File: src/rtl/core/ssfuv_pkg.sv
package ssfuv_pkg;

  // field and register widths
  localparam int CFG_W     = 7;
  localparam int CFG_IDX_W = 2;
  localparam int POS_W     = 20;
  localparam int SPEED_W   = 16;
  localparam int CR_W      = 6;
  localparam int UV_W      = 17;
  localparam int UV_SHIFT  = 16;

  // clamped grid size and frame total
  localparam int GRID_W = 7;
  localparam int TOT_W  = 2 * GRID_W;

  // largest sheet side, fixed by the column and row field widths
  localparam int MAX_GRID = 64;

  // shared divider: dividend width, quotient bits per cycle
  localparam int DIV_W           = 24;
  localparam int DIV_RADIX_STEPS = 2;
  localparam int DIV_CYC         = DIV_W / DIV_RADIX_STEPS;
  localparam int DIV_CNT_W       = $clog2(DIV_CYC);

  // parameter defaults
  localparam int FRACTION_BITS_DEF = 8;

  // register indexes
  localparam logic [CFG_IDX_W-1:0] REG_COLUMNS = CFG_IDX_W'(0);
  localparam logic [CFG_IDX_W-1:0] REG_ROWS    = CFG_IDX_W'(1);

  // item functions
  localparam logic FUNC_ADVANCE = 1'b0;
  localparam logic FUNC_SET     = 1'b1;

  localparam logic [POS_W-1:0] POS_MAX = '1;

  // divider request and response
  typedef struct packed {
    logic              start;
    logic [DIV_W-1:0]  dividend;
    logic [GRID_W-1:0] divisor;
  } div_req_t;

  typedef struct packed {
    logic              busy;
    logic              done;
    logic [DIV_W-1:0]  quotient;
    logic [GRID_W-1:0] remainder;
  } div_rsp_t;

endpackage

File: src/rtl/core/ssfuv_cfg_if.sv
interface ssfuv_cfg_if import ssfuv_pkg::*; ();
  logic                 valid;
  logic                 ready;
  logic [CFG_IDX_W-1:0] index;
  logic [CFG_W-1:0]     data;

  modport source (output valid, index, data, input ready);
  modport sink (input valid, index, data, output ready);
endinterface

File: src/rtl/core/ssfuv_in_if.sv
interface ssfuv_in_if import ssfuv_pkg::*; ();
  logic               valid;
  logic               ready;
  logic               func;
  logic [SPEED_W-1:0] speed;
  logic               loop_enable;
  logic [POS_W-1:0]   new_position;

  modport source (output valid, func, speed, loop_enable, new_position, input ready);
  modport sink (input valid, func, speed, loop_enable, new_position, output ready);
endinterface

File: src/rtl/core/ssfuv_out_if.sv
interface ssfuv_out_if import ssfuv_pkg::*; ();
  logic             valid;
  logic             ready;
  logic [POS_W-1:0] position;
  logic [CR_W-1:0]  frame_column;
  logic [CR_W-1:0]  frame_row;
  logic [UV_W-1:0]  u_left;
  logic [UV_W-1:0]  u_right;
  logic [UV_W-1:0]  v_top;
  logic [UV_W-1:0]  v_bottom;
  logic             at_end;

  modport source (
    output valid, position, frame_column, frame_row, u_left, u_right, v_top, v_bottom,
    at_end,
    input ready
  );
  modport sink (
    input valid, position, frame_column, frame_row, u_left, u_right, v_top, v_bottom,
    at_end,
    output ready
  );
endinterface

File: src/rtl/core/ssfuv_div.sv
module ssfuv_div import ssfuv_pkg::*; (
  input  logic     clk,
  input  logic     rst,
  input  div_req_t req,
  output div_rsp_t rsp
);

  logic [DIV_W-1:0]     quo;
  logic [DIV_W-1:0]     quo_next;
  logic [GRID_W-1:0]    rem;
  logic [GRID_W-1:0]    rem_next;
  logic [GRID_W-1:0]    divisor;
  logic [DIV_CNT_W-1:0] cnt;
  logic                 busy;
  logic                 done;

  // restoring division, two quotient bits per cycle
  always_comb begin
    logic [GRID_W:0] trial;
    quo_next = quo;
    rem_next = rem;
    for (int i = 0; i < DIV_RADIX_STEPS; i++) begin
      trial    = {rem_next, quo_next[DIV_W-1]};
      quo_next = {quo_next[DIV_W-2:0], 1'b0};
      if (trial >= {1'b0, divisor}) begin
        rem_next    = GRID_W'(trial - {1'b0, divisor});
        quo_next[0] = 1'b1;
      end else begin
        rem_next = trial[GRID_W-1:0];
      end
    end
  end

  // iteration control and working registers
  always_ff @(posedge clk) begin
    if (rst) begin
      busy <= 1'b0;
      done <= 1'b0;
      cnt  <= '0;
    end else begin
      done <= 1'b0;
      if (busy) begin
        quo <= quo_next;
        rem <= rem_next;
        cnt <= cnt + DIV_CNT_W'(1);
        if (cnt == DIV_CNT_W'(DIV_CYC - 1)) begin
          busy <= 1'b0;
          done <= 1'b1;
        end
      end else if (req.start) begin
        quo     <= req.dividend;
        rem     <= '0;
        divisor <= req.divisor;
        cnt     <= '0;
        busy    <= 1'b1;
      end
    end
  end

  assign rsp.busy      = busy;
  assign rsp.done      = done;
  assign rsp.quotient  = quo;
  assign rsp.remainder = rem;

endmodule

File: src/rtl/core/sprite_sheet_frame_uv.sv
// channel   modport  handshake      payload
// cfg       sink     valid/ready    index, data (columns = 0, rows = 1)
// item      sink     valid/ready    func, speed, loop_enable, new_position
// result    source   valid/ready    position, frame_column, frame_row, u/v, at_end
//
// a new item is taken only when the last is through: the accept, a multiply step,
// a position update step, then five divisions in turn on the shared two-bit-per-cycle
// divider, then a load of the result register once that register is free
// item.ready is high only while idle; cfg.ready is always high
// a result that waits on result.ready does not block the next item until that item
// is itself finished
// synchronous reset: columns and rows to 1, position to 0, no result pending
module sprite_sheet_frame_uv import ssfuv_pkg::*; #(
  parameter int FRACTION_BITS = FRACTION_BITS_DEF
) (
  input logic          clk,
  input logic          rst,
  ssfuv_cfg_if.sink    cfg,
  ssfuv_in_if.sink     item,
  ssfuv_out_if.source  result
);

  localparam int CW = (TOT_W + FRACTION_BITS > POS_W + 1) ? TOT_W + FRACTION_BITS : POS_W + 1;

  typedef enum logic [2:0] {S_IDLE, S_MUL, S_POS, S_DIV, S_PUSH} state_t;
  typedef enum logic [2:0] {PH_FRAME, PH_UL, PH_UR, PH_VT, PH_VB} phase_t;

  state_t state;
  phase_t phase;

  logic [CFG_W-1:0]   columns;
  logic [CFG_W-1:0]   rows;
  logic [GRID_W-1:0]  cols_c;
  logic [GRID_W-1:0]  rows_c;

  logic               func_r;
  logic [SPEED_W-1:0] speed_r;
  logic               loop_r;
  logic [POS_W-1:0]   newpos_r;
  logic [TOT_W-1:0]   total;
  logic [POS_W-1:0]   frame_position;
  logic               at_end_r;
  logic [GRID_W-1:0]  col;
  logic [GRID_W-1:0]  row;
  logic [UV_W-1:0]    u_left;
  logic [UV_W-1:0]    u_right;
  logic [UV_W-1:0]    v_top;
  logic [UV_W-1:0]    v_bottom;

  logic [CW-1:0]      end_pos;
  logic [CW-1:0]      last_full;
  logic [CW-1:0]      sum;
  logic [POS_W-1:0]   last_pos;
  logic [POS_W-1:0]   position_next;
  logic               at_end_next;

  div_req_t           div_req;
  div_rsp_t           div_rsp;

  logic               res_valid;
  logic [POS_W-1:0]   res_position;
  logic [CR_W-1:0]    res_column;
  logic [CR_W-1:0]    res_row;
  logic [UV_W-1:0]    res_u_left;
  logic [UV_W-1:0]    res_u_right;
  logic [UV_W-1:0]    res_v_top;
  logic [UV_W-1:0]    res_v_bottom;
  logic               res_at_end;
  logic               push;

  function automatic logic [GRID_W-1:0] grid_clamp(input logic [CFG_W-1:0] v);
    if (v == '0) begin
      return GRID_W'(1);
    end else if (int'(v) > MAX_GRID) begin
      return GRID_W'(MAX_GRID);
    end else begin
      return GRID_W'(v);
    end
  endfunction

  assign cols_c = grid_clamp(columns);
  assign rows_c = grid_clamp(rows);

  // configuration registers
  assign cfg.ready = 1'b1;

  always_ff @(posedge clk) begin
    if (rst) begin
      columns <= CFG_W'(1);
      rows    <= CFG_W'(1);
    end else if (cfg.valid) begin
      if (cfg.index == REG_COLUMNS) begin
        columns <= cfg.data;
      end else if (cfg.index == REG_ROWS) begin
        rows <= cfg.data;
      end
    end
  end

  // position update: advance with end test, wrap or hold, saturation; set clamped to the last frame
  always_comb begin
    end_pos   = CW'(total) << FRACTION_BITS;
    last_full = (CW'(total) - CW'(1)) << FRACTION_BITS;
    last_pos  = (last_full > CW'(POS_MAX)) ? POS_MAX : last_full[POS_W-1:0];
    sum       = CW'(frame_position) + CW'(speed_r);
    if (func_r == FUNC_ADVANCE) begin
      if (sum >= end_pos) begin
        position_next = loop_r ? '0 : last_pos;
      end else if (sum > CW'(POS_MAX)) begin
        position_next = POS_MAX;
      end else begin
        position_next = sum[POS_W-1:0];
      end
    end else begin
      position_next = (newpos_r > last_pos) ? last_pos : newpos_r;
    end
    at_end_next = (position_next >= last_pos);
  end

  assign push = (state == S_PUSH) && (!res_valid || result.ready);

  // sequencer
  always_ff @(posedge clk) begin
    if (rst) begin
      state          <= S_IDLE;
      phase          <= PH_FRAME;
      frame_position <= '0;
      div_req.start  <= 1'b0;
      res_valid      <= 1'b0;
    end else begin
      div_req.start <= 1'b0;
      if (res_valid && result.ready && !push) begin
        res_valid <= 1'b0;
      end
      unique case (state)
        S_IDLE: begin
          if (item.valid) begin
            func_r   <= item.func;
            speed_r  <= item.speed;
            loop_r   <= item.loop_enable;
            newpos_r <= item.new_position;
            state    <= S_MUL;
          end
        end
        S_MUL: begin
          total <= TOT_W'(cols_c) * TOT_W'(rows_c);
          state <= S_POS;
        end
        S_POS: begin
          frame_position   <= position_next;
          at_end_r         <= at_end_next;
          div_req.start    <= 1'b1;
          div_req.dividend <= DIV_W'(position_next >> FRACTION_BITS);
          div_req.divisor  <= cols_c;
          phase            <= PH_FRAME;
          state            <= S_DIV;
        end
        S_DIV: begin
          if (div_rsp.done) begin
            unique case (phase)
              PH_FRAME: begin
                col              <= div_rsp.remainder;
                row              <= div_rsp.quotient[GRID_W-1:0];
                div_req.start    <= 1'b1;
                div_req.dividend <= DIV_W'(div_rsp.remainder) << UV_SHIFT;
                div_req.divisor  <= cols_c;
                phase            <= PH_UL;
              end
              PH_UL: begin
                u_left           <= div_rsp.quotient[UV_W-1:0];
                div_req.start    <= 1'b1;
                div_req.dividend <= (DIV_W'(col) + DIV_W'(1)) << UV_SHIFT;
                div_req.divisor  <= cols_c;
                phase            <= PH_UR;
              end
              PH_UR: begin
                u_right          <= div_rsp.quotient[UV_W-1:0];
                div_req.start    <= 1'b1;
                div_req.dividend <= DIV_W'(row) << UV_SHIFT;
                div_req.divisor  <= rows_c;
                phase            <= PH_VT;
              end
              PH_VT: begin
                v_top            <= div_rsp.quotient[UV_W-1:0];
                div_req.start    <= 1'b1;
                div_req.dividend <= (DIV_W'(row) + DIV_W'(1)) << UV_SHIFT;
                div_req.divisor  <= rows_c;
                phase            <= PH_VB;
              end
              PH_VB: begin
                v_bottom <= div_rsp.quotient[UV_W-1:0];
                state    <= S_PUSH;
              end
              default: begin
                phase <= PH_FRAME;
              end
            endcase
          end
        end
        S_PUSH: begin
          if (push) begin
            res_valid    <= 1'b1;
            res_position <= frame_position;
            res_column   <= col[CR_W-1:0];
            res_row      <= row[CR_W-1:0];
            res_u_left   <= u_left;
            res_u_right  <= u_right;
            res_v_top    <= v_top;
            res_v_bottom <= v_bottom;
            res_at_end   <= at_end_r;
            state        <= S_IDLE;
          end
        end
        default: begin
          state <= S_IDLE;
        end
      endcase
    end
  end

  ssfuv_div u_div (
    .clk (clk),
    .rst (rst),
    .req (div_req),
    .rsp (div_rsp)
  );

  assign item.ready          = (state == S_IDLE);
  assign result.valid        = res_valid;
  assign result.position     = res_position;
  assign result.frame_column = res_column;
  assign result.frame_row    = res_row;
  assign result.u_left       = res_u_left;
  assign result.u_right      = res_u_right;
  assign result.v_top        = res_v_top;
  assign result.v_bottom     = res_v_bottom;
  assign result.at_end       = res_at_end;

  // an accepted item always starts the multiply step
  a_accept_starts: assert property (@(posedge clk) disable iff (rst)
    (item.valid && item.ready) |=> (state == S_MUL))
    else $error("accepted item did not start the sequencer");

  // divider completions only arrive while the sequencer waits on them
  a_done_in_div: assert property (@(posedge clk) disable iff (rst)
    div_rsp.done |-> (state == S_DIV))
    else $error("divider finished outside the divide phase");

  // a new division is only requested of an idle divider
  a_start_idle: assert property (@(posedge clk) disable iff (rst)
    div_req.start |-> !div_rsp.busy)
    else $error("division requested while the divider is busy");

  // frame split lands inside the sheet
  a_tile_in_grid: assert property (@(posedge clk) disable iff (rst)
    (state == S_PUSH) |-> ((col < cols_c) && (row < rows_c)))
    else $error("tile index outside the sheet");

  // tile edges are ordered and within one
  a_uv_order: assert property (@(posedge clk) disable iff (rst)
    (state == S_PUSH) |-> ((u_left < u_right) && (u_right <= UV_W'(1 << UV_SHIFT))
                           && (v_top < v_bottom)))
    else $error("tile texture edges out of order");

endmodule
File: src/flat_wrapper.sv
// flat-port wrapper written by rule: the top's interface ports become plain ports
module sprite_sheet_frame_uv_flat import ssfuv_pkg::*;
#(
  parameter int FRACTION_BITS = FRACTION_BITS_DEF
)
  (clk, rst, cfg_valid, cfg_index, cfg_data, cfg_ready, item_valid, item_func, item_speed, item_loop_enable, item_new_position, item_ready, result_valid, result_position, result_frame_column, result_frame_row, result_u_left, result_u_right, result_v_top, result_v_bottom, result_at_end, result_ready);
  ssfuv_cfg_if cfg_i ();
  ssfuv_in_if item_i ();
  ssfuv_out_if result_i ();
  input logic clk;
  input logic rst;
  input wire logic [$bits(cfg_i.valid)-1:0] cfg_valid;
  input wire logic [$bits(cfg_i.index)-1:0] cfg_index;
  input wire logic [$bits(cfg_i.data)-1:0] cfg_data;
  output wire logic [$bits(cfg_i.ready)-1:0] cfg_ready;
  input wire logic [$bits(item_i.valid)-1:0] item_valid;
  input wire logic [$bits(item_i.func)-1:0] item_func;
  input wire logic [$bits(item_i.speed)-1:0] item_speed;
  input wire logic [$bits(item_i.loop_enable)-1:0] item_loop_enable;
  input wire logic [$bits(item_i.new_position)-1:0] item_new_position;
  output wire logic [$bits(item_i.ready)-1:0] item_ready;
  output wire logic [$bits(result_i.valid)-1:0] result_valid;
  output wire logic [$bits(result_i.position)-1:0] result_position;
  output wire logic [$bits(result_i.frame_column)-1:0] result_frame_column;
  output wire logic [$bits(result_i.frame_row)-1:0] result_frame_row;
  output wire logic [$bits(result_i.u_left)-1:0] result_u_left;
  output wire logic [$bits(result_i.u_right)-1:0] result_u_right;
  output wire logic [$bits(result_i.v_top)-1:0] result_v_top;
  output wire logic [$bits(result_i.v_bottom)-1:0] result_v_bottom;
  output wire logic [$bits(result_i.at_end)-1:0] result_at_end;
  input wire logic [$bits(result_i.ready)-1:0] result_ready;
  assign cfg_i.valid = cfg_valid;
  assign cfg_i.index = cfg_index;
  assign cfg_i.data = cfg_data;
  assign cfg_ready = cfg_i.ready;
  assign item_i.valid = item_valid;
  assign item_i.func = item_func;
  assign item_i.speed = item_speed;
  assign item_i.loop_enable = item_loop_enable;
  assign item_i.new_position = item_new_position;
  assign item_ready = item_i.ready;
  assign result_valid = result_i.valid;
  assign result_position = result_i.position;
  assign result_frame_column = result_i.frame_column;
  assign result_frame_row = result_i.frame_row;
  assign result_u_left = result_i.u_left;
  assign result_u_right = result_i.u_right;
  assign result_v_top = result_i.v_top;
  assign result_v_bottom = result_i.v_bottom;
  assign result_at_end = result_i.at_end;
  assign result_i.ready = result_ready;
  sprite_sheet_frame_uv #(.FRACTION_BITS(FRACTION_BITS)) u_core (.clk(clk), .rst(rst), .cfg(cfg_i), .item(item_i), .result(result_i));
endmodule
File: config.mk
export PLATFORM = sky130hd
export DESIGN_NAME = sprite_sheet_frame_uv_flat
export DESIGN_NICKNAME = d
export VERILOG_FILES = /design/src/rtl/core/ssfuv_pkg.sv /design/src/rtl/core/ssfuv_cfg_if.sv /design/src/rtl/core/ssfuv_in_if.sv /design/src/rtl/core/ssfuv_out_if.sv /design/src/rtl/core/ssfuv_div.sv /design/src/rtl/core/sprite_sheet_frame_uv.sv /design/src/flat_wrapper.sv
export SDC_FILE = /design/constraint.sdc
export NUM_CORES = 1
export LEC_CHECK = 0
export BUFFER_PORTS_ARGS = -buffer_cell sky130_fd_sc_hd__buf_2
export CORE_ASPECT_RATIO = 1.1
export CORE_MARGIN = 2
export CORE_UTILIZATION = 35
export DETAILED_ROUTE_END_ITERATION = 10
export GPL_TIMING_DRIVEN = 0
export SKIP_CTS_REPAIR_TIMING = 1
export SYNTH_ARGS = -nofsm -noshare
export SYNTH_HDL_FRONTEND = slang
export SYNTH_SLANG_ARGS = --single-unit
File: constraint.sdc
create_clock -name clk -period 16.8 [get_ports clk]
set_input_delay 2.52 -clock clk [delete_from_list [all_inputs] [get_ports clk]]
set_output_delay 2.52 -clock clk [all_outputs]
set_load 0.005 [all_outputs]
# Yosys cells after proc, flatten, opt, wreduce, memory -nomap -nowiden
# Cells that the tools add are included.
# op_classes
reduce_logical	30
mux	38
n_eq_ne	16
order_cmp	9
n_bitwise	3
multipliers	1
add_sub_neg	7
# ops
op	n
one-hot mux 32 bit (4 select lines)	1
2-to-1 mux 20 bit	6
one-hot mux 32 bit (2 select lines)	1
2-to-1 mux 7 bit	8
2-to-1 mux 24 bit	2
> comparator 22 x 20 -> 1 bit (second input constant)	2
2-to-1 mux 32 bit	1
one-hot mux 3 bit (5 select lines)	2
AND reduction 4 bit	7
>= comparator 22 bit	1
adder 20 x 16 -> 21 bit	1
>= comparator 20 bit	1
> comparator 20 bit	1
adder 7 x 1 -> 8 bit (second input constant)	2
>= comparator 8 x 7 -> 1 bit	2
2-to-1 mux 3 bit	5
AND reduction 3 bit	5
> comparator 7 bit (second input constant)	2
logical NOT 7 bit	2
multiplier 7 x 7 -> 14 bit	1
subtractor 14 x 1 -> 14 bit (second input constant)	1
subtractor 7 bit	2
equality test 3 x 2 -> 1 bit (second input constant)	4
2-to-1 mux 1 bit	9
other kinds (19)	35
# totals
regBits	353
in_bits	52
wordCells	139
out_inout_bits	104

# Depth between registers and ports, before layout
# Gate-level depths: netlist (run 1).
# logic_depth
depth_word	8
depth_mapped	31

# Cells and area by module
# From an unflattened synthesis (run 1), not the netlist that was laid out.
# hier_totals
hier_cells	1406
hier_area_um2	17396.7
# modules_own_cells
mod	area_each_um2	seq_area_each_um2	n_inst	cells_each
sprite_sheet_frame_uv	14813.0	8738.4	1	1188
ssfuv_div	2583.7	1261.2	1	218

# Least setup slack after synthesis (run 1)
# No wires, ideal clock.
# synth_timing
kind	input to register
from	in rst
to	reg u_core.res_at_end, in the netlist u_core.result.at_end, enable pin
stages	2
required_ns	16.095
slack_ns	5.987
n_path_buf	1
t_arrival_ns	10.108
path_cell_list	clkbuf_1 > nor3b_1
# synth_between
elab_chain_cells	2
# synth_lines
element	line	source
start, declared	flat_wrapper.sv:11	input logic rst;
inverter 1 bit (no source line)	-	
AND reduction 3 bit (no source line)	-	
end signal, assigned	sprite_sheet_frame_uv.sv:210	res_at_end <= at_end_r;
end, declared	sprite_sheet_frame_uv.sv:68	logic res_at_end;
# Every way passes these cells.
# A chain may end at the register's enable or synchronous reset.

# Final worst setup path (run 1)
# layout_timing
from	reg u_core.total[0]
to	reg u_core.at_end_r, data pin
# layout_between
elab_chain_cells	7
word_cells_on_any_way	10
cone_classes	add/sub: 1; order compare: 4; mux: 5
# layout_lines
element	line	source
start, declared	sprite_sheet_frame_uv.sv:40	logic [TOT_W-1:0] total;
start signal, assigned	sprite_sheet_frame_uv.sv:146	total <= TOT_W'(cols_c) * TOT_W'(rows_c);
subtractor 14 x 1 -> 14 bit	sprite_sheet_frame_uv.sv:103	last_full = (CW'(total) - CW'(1)) << FRACTION_BITS;
> comparator 22 x 20 -> 1 bit	sprite_sheet_frame_uv.sv:104	last_pos = (last_full > CW'(POS_MAX)) ? POS_MAX : last_full[POS_W-1:0];
2-to-1 mux 20 bit	sprite_sheet_frame_uv.sv:104	
> comparator 20 bit / 2-to-1 mux 20 bit (equally long branches)	sprite_sheet_frame_uv.sv:115, sprite_sheet_frame_uv.sv:108	
2-to-1 mux 20 bit, on equally long branches	sprite_sheet_frame_uv.sv:115, sprite_sheet_frame_uv.sv:107	
2-to-1 mux 20 bit (*)	sprite_sheet_frame_uv.sv:106	if (func_r == FUNC_ADVANCE) begin
via u_core.position_next[10]	sprite_sheet_frame_uv.sv:54	logic [POS_W-1:0] position_next;
>= comparator 20 bit (*)	sprite_sheet_frame_uv.sv:117	at_end_next = (position_next >= last_pos);
via u_core.at_end_next	sprite_sheet_frame_uv.sv:55	logic at_end_next;
end signal, assigned	sprite_sheet_frame_uv.sv:151	at_end_r <= at_end_next;
end, declared	sprite_sheet_frame_uv.sv:42	logic at_end_r;
# The timed path passes the listed nets; every way through them passes the cells marked *.

==> results.sh, run 1 <==
export IMPL_status="complete, no violations"
export IMPL_drt_iter0_drc=637
export IMPL_placed_area_sq_mm=0.0191
export IMPL_start_util_pct=35.4
export IMPL_synth_top_family_by_area="simple AND/OR/NAND/NOR gates"
export IMPL_max_vdd_ir_drop_uv=74.6
export IMPL_die_width_microns=216
export IMPL_async_flop_share_pct=0
export IMPL_boundaryPins=156
export IMPL_synthSimpleGateAreaFrac_pct=12.0
export IMPL_via_count=11632
export IMPL_rsz0062_at_grt="false"
export IMPL_synthCells=1406
export IMPL_fin_crit_sh_pct=45.1
export IMPL_cpMaxStageDelayCell="a211oi_1"
export IMPL_grt_pass1_vias=11301
export IMPL_clk_path_buf_depth=3
export IMPL_p_switching_uw=481
export IMPL_layout_nets=1806
export IMPL_synth_mux_area_share_pct=4.22
export IMPL_gr_usage_all_layers_pct=16.5
export IMPL_cts_tree="yes"
export IMPL_ys_seq_elements=349
export IMPL_internal_power_mw=1.48
export IMPL_num_rows=85
export IMPL_fmax_ghz=0.132
export IMPL_ys_seq_area_share_pct=57.8
export IMPL_setup_violations=0
export IMPL_routedWlPerCell_microns=18.5
export IMPL_hold_ws_ns=0.416
export IMPL_synth_compound_area_share_pct=9.40
export IMPL_antenna_found_initial=0
export IMPL_cp_required_ns=17.09
export IMPL_cts_sink_count=349
export IMPL_netlist_area_sq_mm=0.0173
export IMPL_tightestPinTransition_ns=1.05
export IMPL_slew_headroom_pct=29.6
export IMPL_syn_nets=1595
export IMPL_synth_fa_ha_area_share_pct=11.1
export IMPL_ys_types=75
export IMPL_tns_ns=0
export IMPL_synthFlopType="edfxtp_1"
export IMPL_diodes=0
export IMPL_total_power_mw=1.96
export IMPL_ant_nets=0
export IMPL_die_h_microns=237
export IMPL_p_comb_share_pct=9.6
export IMPL_syn_area_per_cell_sq_um=12.3
export IMPL_pwr_share_clk_pct=40.5
export IMPL_leakagePower_nw=8.00
export IMPL_drt_pass1_iterations=4
export IMPL_area_growth_pct=17.5
export IMPL_grt_start_max_net_pins=39
export IMPL_htree_levels=2
export IMPL_ys_top_cells_by_count="edfxtp_1, nor2_1, ha_1"
export IMPL_end_kind="flip-flop"
export IMPL_cts_root_buf="clkbuf_16"
export IMPL_yosys_warnings=0
export IMPL_yosysTopAreaCell="edfxtp_1"
export IMPL_sw_frac_of_total_pct=24.6
export IMPL_synth_xor_area_share_pct=2.23
export IMPL_cts_buffers=37
export IMPL_min_period_ns=7.57
export IMPL_synthTopCellsByArea="edfxtp_1, ha_1, dfxtp_1"
export IMPL_final_area_sq_mm=0.0203
export IMPL_grt_overflow_total=0
export IMPL_dp_hpwl_microns=33200
export IMPL_io_buffers=154
export IMPL_crit_top_cell="ha_1"
export IMPL_coreArea_sq_mm=0.0489
export IMPL_max_cap_violations=0
export IMPL_hold_viol=0
export IMPL_post_synth_top_count_cell="edfxtp_1"
export IMPL_gp_congestion=0.963
export IMPL_skew_ns=0.0235
export IMPL_min_path_type="flip-flop to flip-flop"
export IMPL_cpPeakStageDelay_ns=0.85
export IMPL_crit_type="flip-flop to flip-flop"
export IMPL_drv_slew=0
export IMPL_die_area_sq_mm=0.0512
export IMPL_synth_edff_count=301
export IMPL_crit_fanout=11
export IMPL_synth_top_area_share_pct=52.3
export IMPL_clk_latency_ns=0.56
export IMPL_path_clk_slew_ns=0.06
export IMPL_drc=0
export IMPL_startpoint_type="flip-flop"
export IMPL_worstPathArrival_ns=7.86
export IMPL_powerDensity_mw_per_mm2=96.3
export IMPL_wirelength_microns=42500
export IMPL_grt_pass1_wl_microns=65200
export IMPL_vias_per_cell=5.06
export IMPL_drive_gt1_share_pct=17.6
export IMPL_p_seq_share_pct=49.8
==> metal layers <==
| metal | track usage (%) | part of all wire (%) | vias to the layer above |
|---|---|---|---|
| li1 | - | - | 5568 |
| met1 | 21.6 | 44 | 5705 |
| met2 | 27.9 | 49 | 297 |
| met3 | 2.57 | 4.6 | 62 |
| met4 | 5.54 | 2.9 | 0 |
| met5 | 0 | 0 | - |
==> cells in the final DEF, fill, tap and decap left out, types with 10 or more instances in the layout <==
| cell type | count |
|---|---|
| a211oi_1 | 21 |
| a21o_1 | 20 |
| a21oi_1 | 58 |
| a31oi_1 | 10 |
| and2_1 | 18 |
| and3_1 | 19 |
| buf_2 | 156 |
| buf_6 | 16 |
| clkbuf_1 | 41 |
| clkbuf_16 | 37 |
| dfxtp_1 | 48 |
| edfxtp_1 | 301 |
| fa_1 | 27 |
| ha_1 | 110 |
| inv_1 | 98 |
| mux2_2 | 25 |
| mux2i_1 | 42 |
| nand2_1 | 95 |
| nand2b_1 | 15 |
| nand3_1 | 20 |
| nand4_1 | 14 |
| nor2_1 | 127 |
| nor2b_1 | 31 |
| nor3_1 | 18 |
| o21ai_0 | 47 |
| o21bai_1 | 11 |
| o22ai_1 | 12 |
| xnor2_1 | 28 |
| xor2_1 | 16 |
==> power by group through the flow <==
| stage | sequential (mW) | clock [mW] | combinational, mW |
|---|---|---|---|
| after CTS | 0.976 | 0.816 | 0.188 |
| final | 0.976 | 0.793 | 0.189 |
| after detailed placement | 0.994 | 0 | 0.187 |
| after floorplan | 0.985 | 0 | 0.132 |
| after global routing | 0.978 | 0.848 | 0.210 |
| after global placement | 0.994 | 0 | 0.183 |
==> stage by stage <==
stage / std cells / utilization (%) / setup WS (ns)
after floorplan: 1406 / - / 5.99
after global placement: 2212 / 38.6 / 2.19
after detailed placement: 2230 / 39.1 / 9.29
after CTS: 2297 / 41.6 / 9.27
after global routing: 2297 / 41.6 / 8.69
final: 2297 / 41.6 / 9.23
==> layout make-up <==
class / count / area (sq um)
inverters: 101 / 379
multi-input cells: 913 / 6800
clock inverters: 20 / 199
flip-flops and latches: 349 / 10000
fillers: 4644 / 28600
plain buffers: 43 / 175
clock buffers: 47 / 997
repair buffers: 172 / 970
well taps: 652 / 816
==> flip-flops by register name, indices dropped and copies added, names as in the netlist, 14 cells and up <==
| signal | flops |
|---|---|
| u_core.newpos_r | 20 |
| u_core.result.v_bottom | 17 |
| u_core.total | 14 |
| u_core.u_div.quo | 24 |
| u_core.u_right | 17 |
| u_core.speed_r | 16 |
| u_core.u_left | 17 |
| u_core.v_top | 17 |
| u_core.v_bottom | 17 |
| u_core.result.u_right | 17 |
| u_core.result.v_top | 17 |
| u_core.div_req | 28 |
| u_core.result.position | 20 |
| u_core.frame_position | 20 |
| u_core.result.u_left | 17 |
==> cell families after synthesis <==
group,count (synthesis)
and+or+nand+nor,415
DFF,349
AOI/OAI and AO/OA,246
buffers and inverters,144
adders and majority gates,138
muxes,69
xor gates and xnor gates,44
other,1
==> worst max-delay path, delay by kind of cell, from the launching register on <==
| family | cells | cell delay (ns) |
|---|---|---|
| DFF | 1 | 0.53 |
| and+or+nand+nor | 10 | 1.86 |
| adders and majority gates | 3 | 0.92 |
| AOI/OAI and AO/OA | 10 | 2.77 |
| buffers and inverters | 3 | 0.71 |
| muxes | 2 | 0.50 |
==> worst paths after layout <==
check | from | slack [ns] | to | cells after the start
worst min register to register | u_core.div_req[5] | 0.42 | u_core.u_div.divisor[5] | 0
worst min-delay path | u_core.div_req[5] | 0.42 | u_core.u_div.divisor[5] | 0
worst max register to register | u_core.total[0] | 9.23 | u_core.at_end_r | 28
worst max-delay path | u_core.total[0] | 9.23 | u_core.at_end_r | 28
Note: power is estimated with default switching activity, not from simulation.
==> inputs of run 2 (changes only) <==
Settings changed: ABC_AREA set to 1.
Clock period 16.8 ns to 6.4 ns, I/O delays scaled along.
==> run 2 against run 1 <==
  * Flip-flop and latch count unchanged
  * Register-to-register slack got worse by 8.2 ns
  * Clock power increased to 2.5 times the previous value
  * Sequential power increased to 2.7 times the previous value
  * Utilization decreased by 0.26 points
  * Fmax increased by 40%
  * Non-clock buffer count decreased by 11
  * First-iteration DRC count increased by 41%
  * Design area increased by 1.6%
  * Total power increased to 2.7 times the previous value
  * Critical endpoint unchanged
==> results.sh, run 2 <==
export IMPL_clk_path_buf_depth=3
export IMPL_leakagePower_nw=8.84
export IMPL_cpPeakStageDelay_ns=0.44
export IMPL_fillerInstances=4839
export IMPL_cts_root_buf="clkbuf_16"
export IMPL_max_vdd_ir_drop_uv=193
export IMPL_antenna_found_initial=2
export IMPL_drt_iter0_drc=896
export IMPL_die_width_microns=218
export IMPL_yosysTopAreaCell="edfxtp_1"
export IMPL_synth_edff_count=301
export IMPL_grt_pass1_wl_microns=65400
export IMPL_mostFrequentLayoutCells="nand2_1, edfxtp_1, inv_1, buf_2, nor2_1"
export IMPL_area_growth_pct=16.8
export IMPL_largest_reg_flops=28
export IMPL_layout_nets=2114
export IMPL_path_buf_inv=5
export IMPL_powerDensity_mw_per_mm2=260
export IMPL_status="complete, no violations"
export IMPL_grt_overflow_total=0
export IMPL_wirelength_microns=41900
export IMPL_startpoint_type="flip-flop"
export IMPL_end_kind="flip-flop"
export IMPL_tns_ns=0
export IMPL_yosys_warnings=0
export IMPL_die_h_microns=240
export IMPL_die_area_sq_mm=0.0523
export IMPL_placed_area_sq_mm=0.0196
export IMPL_fmax_ghz=0.185
export IMPL_syn_nets=1905
export IMPL_synthTopCellsByArea="edfxtp_1, nand2_1, ha_1"
export IMPL_vias_per_cell=4.78
export IMPL_drc=0
export IMPL_start_util_pct=35.3
export IMPL_io_buffers=154
export IMPL_largest_register="u_core.div_req"
export IMPL_gr_usage_all_layers_pct=16.1
export IMPL_drv_slew=0
export IMPL_synthCells=1716
export IMPL_hold_viol=0
export IMPL_min_period_ns=5.42
export IMPL_tightestPinTransition_ns=1.25
export IMPL_cp_top_family="simple AND/OR/NAND/NOR gates"
export IMPL_ys_seq_elements=349
export IMPL_coreArea_sq_mm=0.0500
export IMPL_reg_largest_list="u_core.div_req x28, u_core.u_div.quo x24"
export IMPL_ys_types=54
export IMPL_cts_sink_count=349
export IMPL_synthFlopType="edfxtp_1"
export IMPL_routedWlPerCell_microns=16.1
export IMPL_num_rows=86
export IMPL_rrSetupSlack_ns=0.98
export IMPL_max_cap_violations=0
export IMPL_post_synth_top_count_cell="nand2_1"
export IMPL_async_flop_share_pct=0
export IMPL_ys_top_cells_by_count="nand2_1, edfxtp_1, inv_1"
export IMPL_via_count=12485
export IMPL_path_clk_slew_ns=0.06
export IMPL_drive_gt1_share_pct=16.8
export IMPL_dp_hpwl_microns=33100
export IMPL_crit_top_cell="nand2_1"
export IMPL_ant_nets=0
export IMPL_cts_buffers=37
export IMPL_grt_start_max_net_pins=33
export IMPL_rsz0062_at_grt="false"
export IMPL_syn_area_per_cell_sq_um=10.3
export IMPL_drt_pass1_iterations=5
export IMPL_synth_top_area_share_pct=51.1
export IMPL_final_common_cell="nand2_1"
export IMPL_skew_ns=0.0332
export IMPL_fin_crit_sh_pct=84.7
export IMPL_cp_required_ns=6.63
export IMPL_final_area_sq_mm=0.0207
export IMPL_crit_fanout=10
export IMPL_crit_type="flip-flop to flip-flop"
export IMPL_clk_latency_ns=0.56
export IMPL_gp_congestion=0.905
export IMPL_ys_seq_area_share_pct=56.5
export IMPL_diodes=0
export IMPL_netlist_area_sq_mm=0.0177
export IMPL_grt_pass1_vias=12280
export IMPL_cts_tree="yes"
export IMPL_cpMaxStageDelayCell="fa_1"
export IMPL_worstPathArrival_ns=5.64
export IMPL_boundaryPins=156
export IMPL_min_path_type="flip-flop to flip-flop"
export IMPL_htree_levels=2
export IMPL_slew_headroom_pct=16.2
export IMPL_setup_violations=0
## run 2: cell families after synthesis
logic type                 share of synthesized area, %
and+or+nand+nor                                    17.6
adders and majority gates                          10.8
buffers and inverters                              6.10
muxes                                             0.290
other                                            0.0212
AOI/OAI and AO/OA                                  6.93
DFF                                                56.5
xor gates and xnor gates                           1.63
## run 2: final timing paths
path,start,to,depth (start not counted)
min,u_core.v_top[0],u_core.result.v_top[0],0
max,u_core.frame_position[0],u_core.at_end_r,29
max reg2reg,u_core.frame_position[0],u_core.at_end_r,29
min reg2reg,u_core.v_top[0],u_core.result.v_top[0],0
## run 2: power by group
| part | switching, mW | internal, mW | total (mW) |
|---|---|---|---|
| combinational | 0.508 | 0.261 | 0.769 |
| sequential | 0.0563 | 2.55 | 2.61 |
| clock | 0.874 | 1.13 | 2.00 |
## run 2: layer usage
metal	GRT usage, %	vias to the layer above	routed length (microns)
met1	19.6	5891	17300
met5	0	-	7
met4	5.11	2	1110
li1	-	6202	-
met3	2.68	67	2360
met2	28.8	323	21100
## run 2: final cells by class
type	instances	area [sq um]	area share [%]
Clock buffer	48	977	4.73
Multi-Input combinational cell	1095	6660	32.2
Tap cell	660	826	4.00
Inverter	238	893	4.32
Buffer	34	185	0.896
Timing Repair Buffer	170	996	4.82
Sequential cell	349	10000	48.4
Clock inverter	18	130	0.630
## run 2: worst register-to-register path: cells and delay by family, from the launching register on
family | cells | cell delay (ns)
flops | 1 | 0.35
simple gates | 15 | 1.92
fa+ha+maj | 4 | 1.15
compound gates | 5 | 0.90
buf+inv | 5 | 0.77
## run 2: per-stage QoR
step / instances / util (%) / hold WS, ns / power [mW] / worst slack [ns]
2_1_floorplan: 1716 / - / 0.400 / 3.19 / 0.734
3_3_place_gp: 2530 / 38.5 / 0.401 / 3.40 / -1.52
3_5_place_dp: 2546 / 39.1 / 0.405 / 3.42 / 0.993
4_1_cts: 2612 / 41.3 / 0.413 / 5.44 / 0.929
5_1_grt: 2612 / 41.3 / 0.426 / 5.63 / 0.388
6_report: 2612 / 41.3 / 0.414 / 5.38 / 0.982
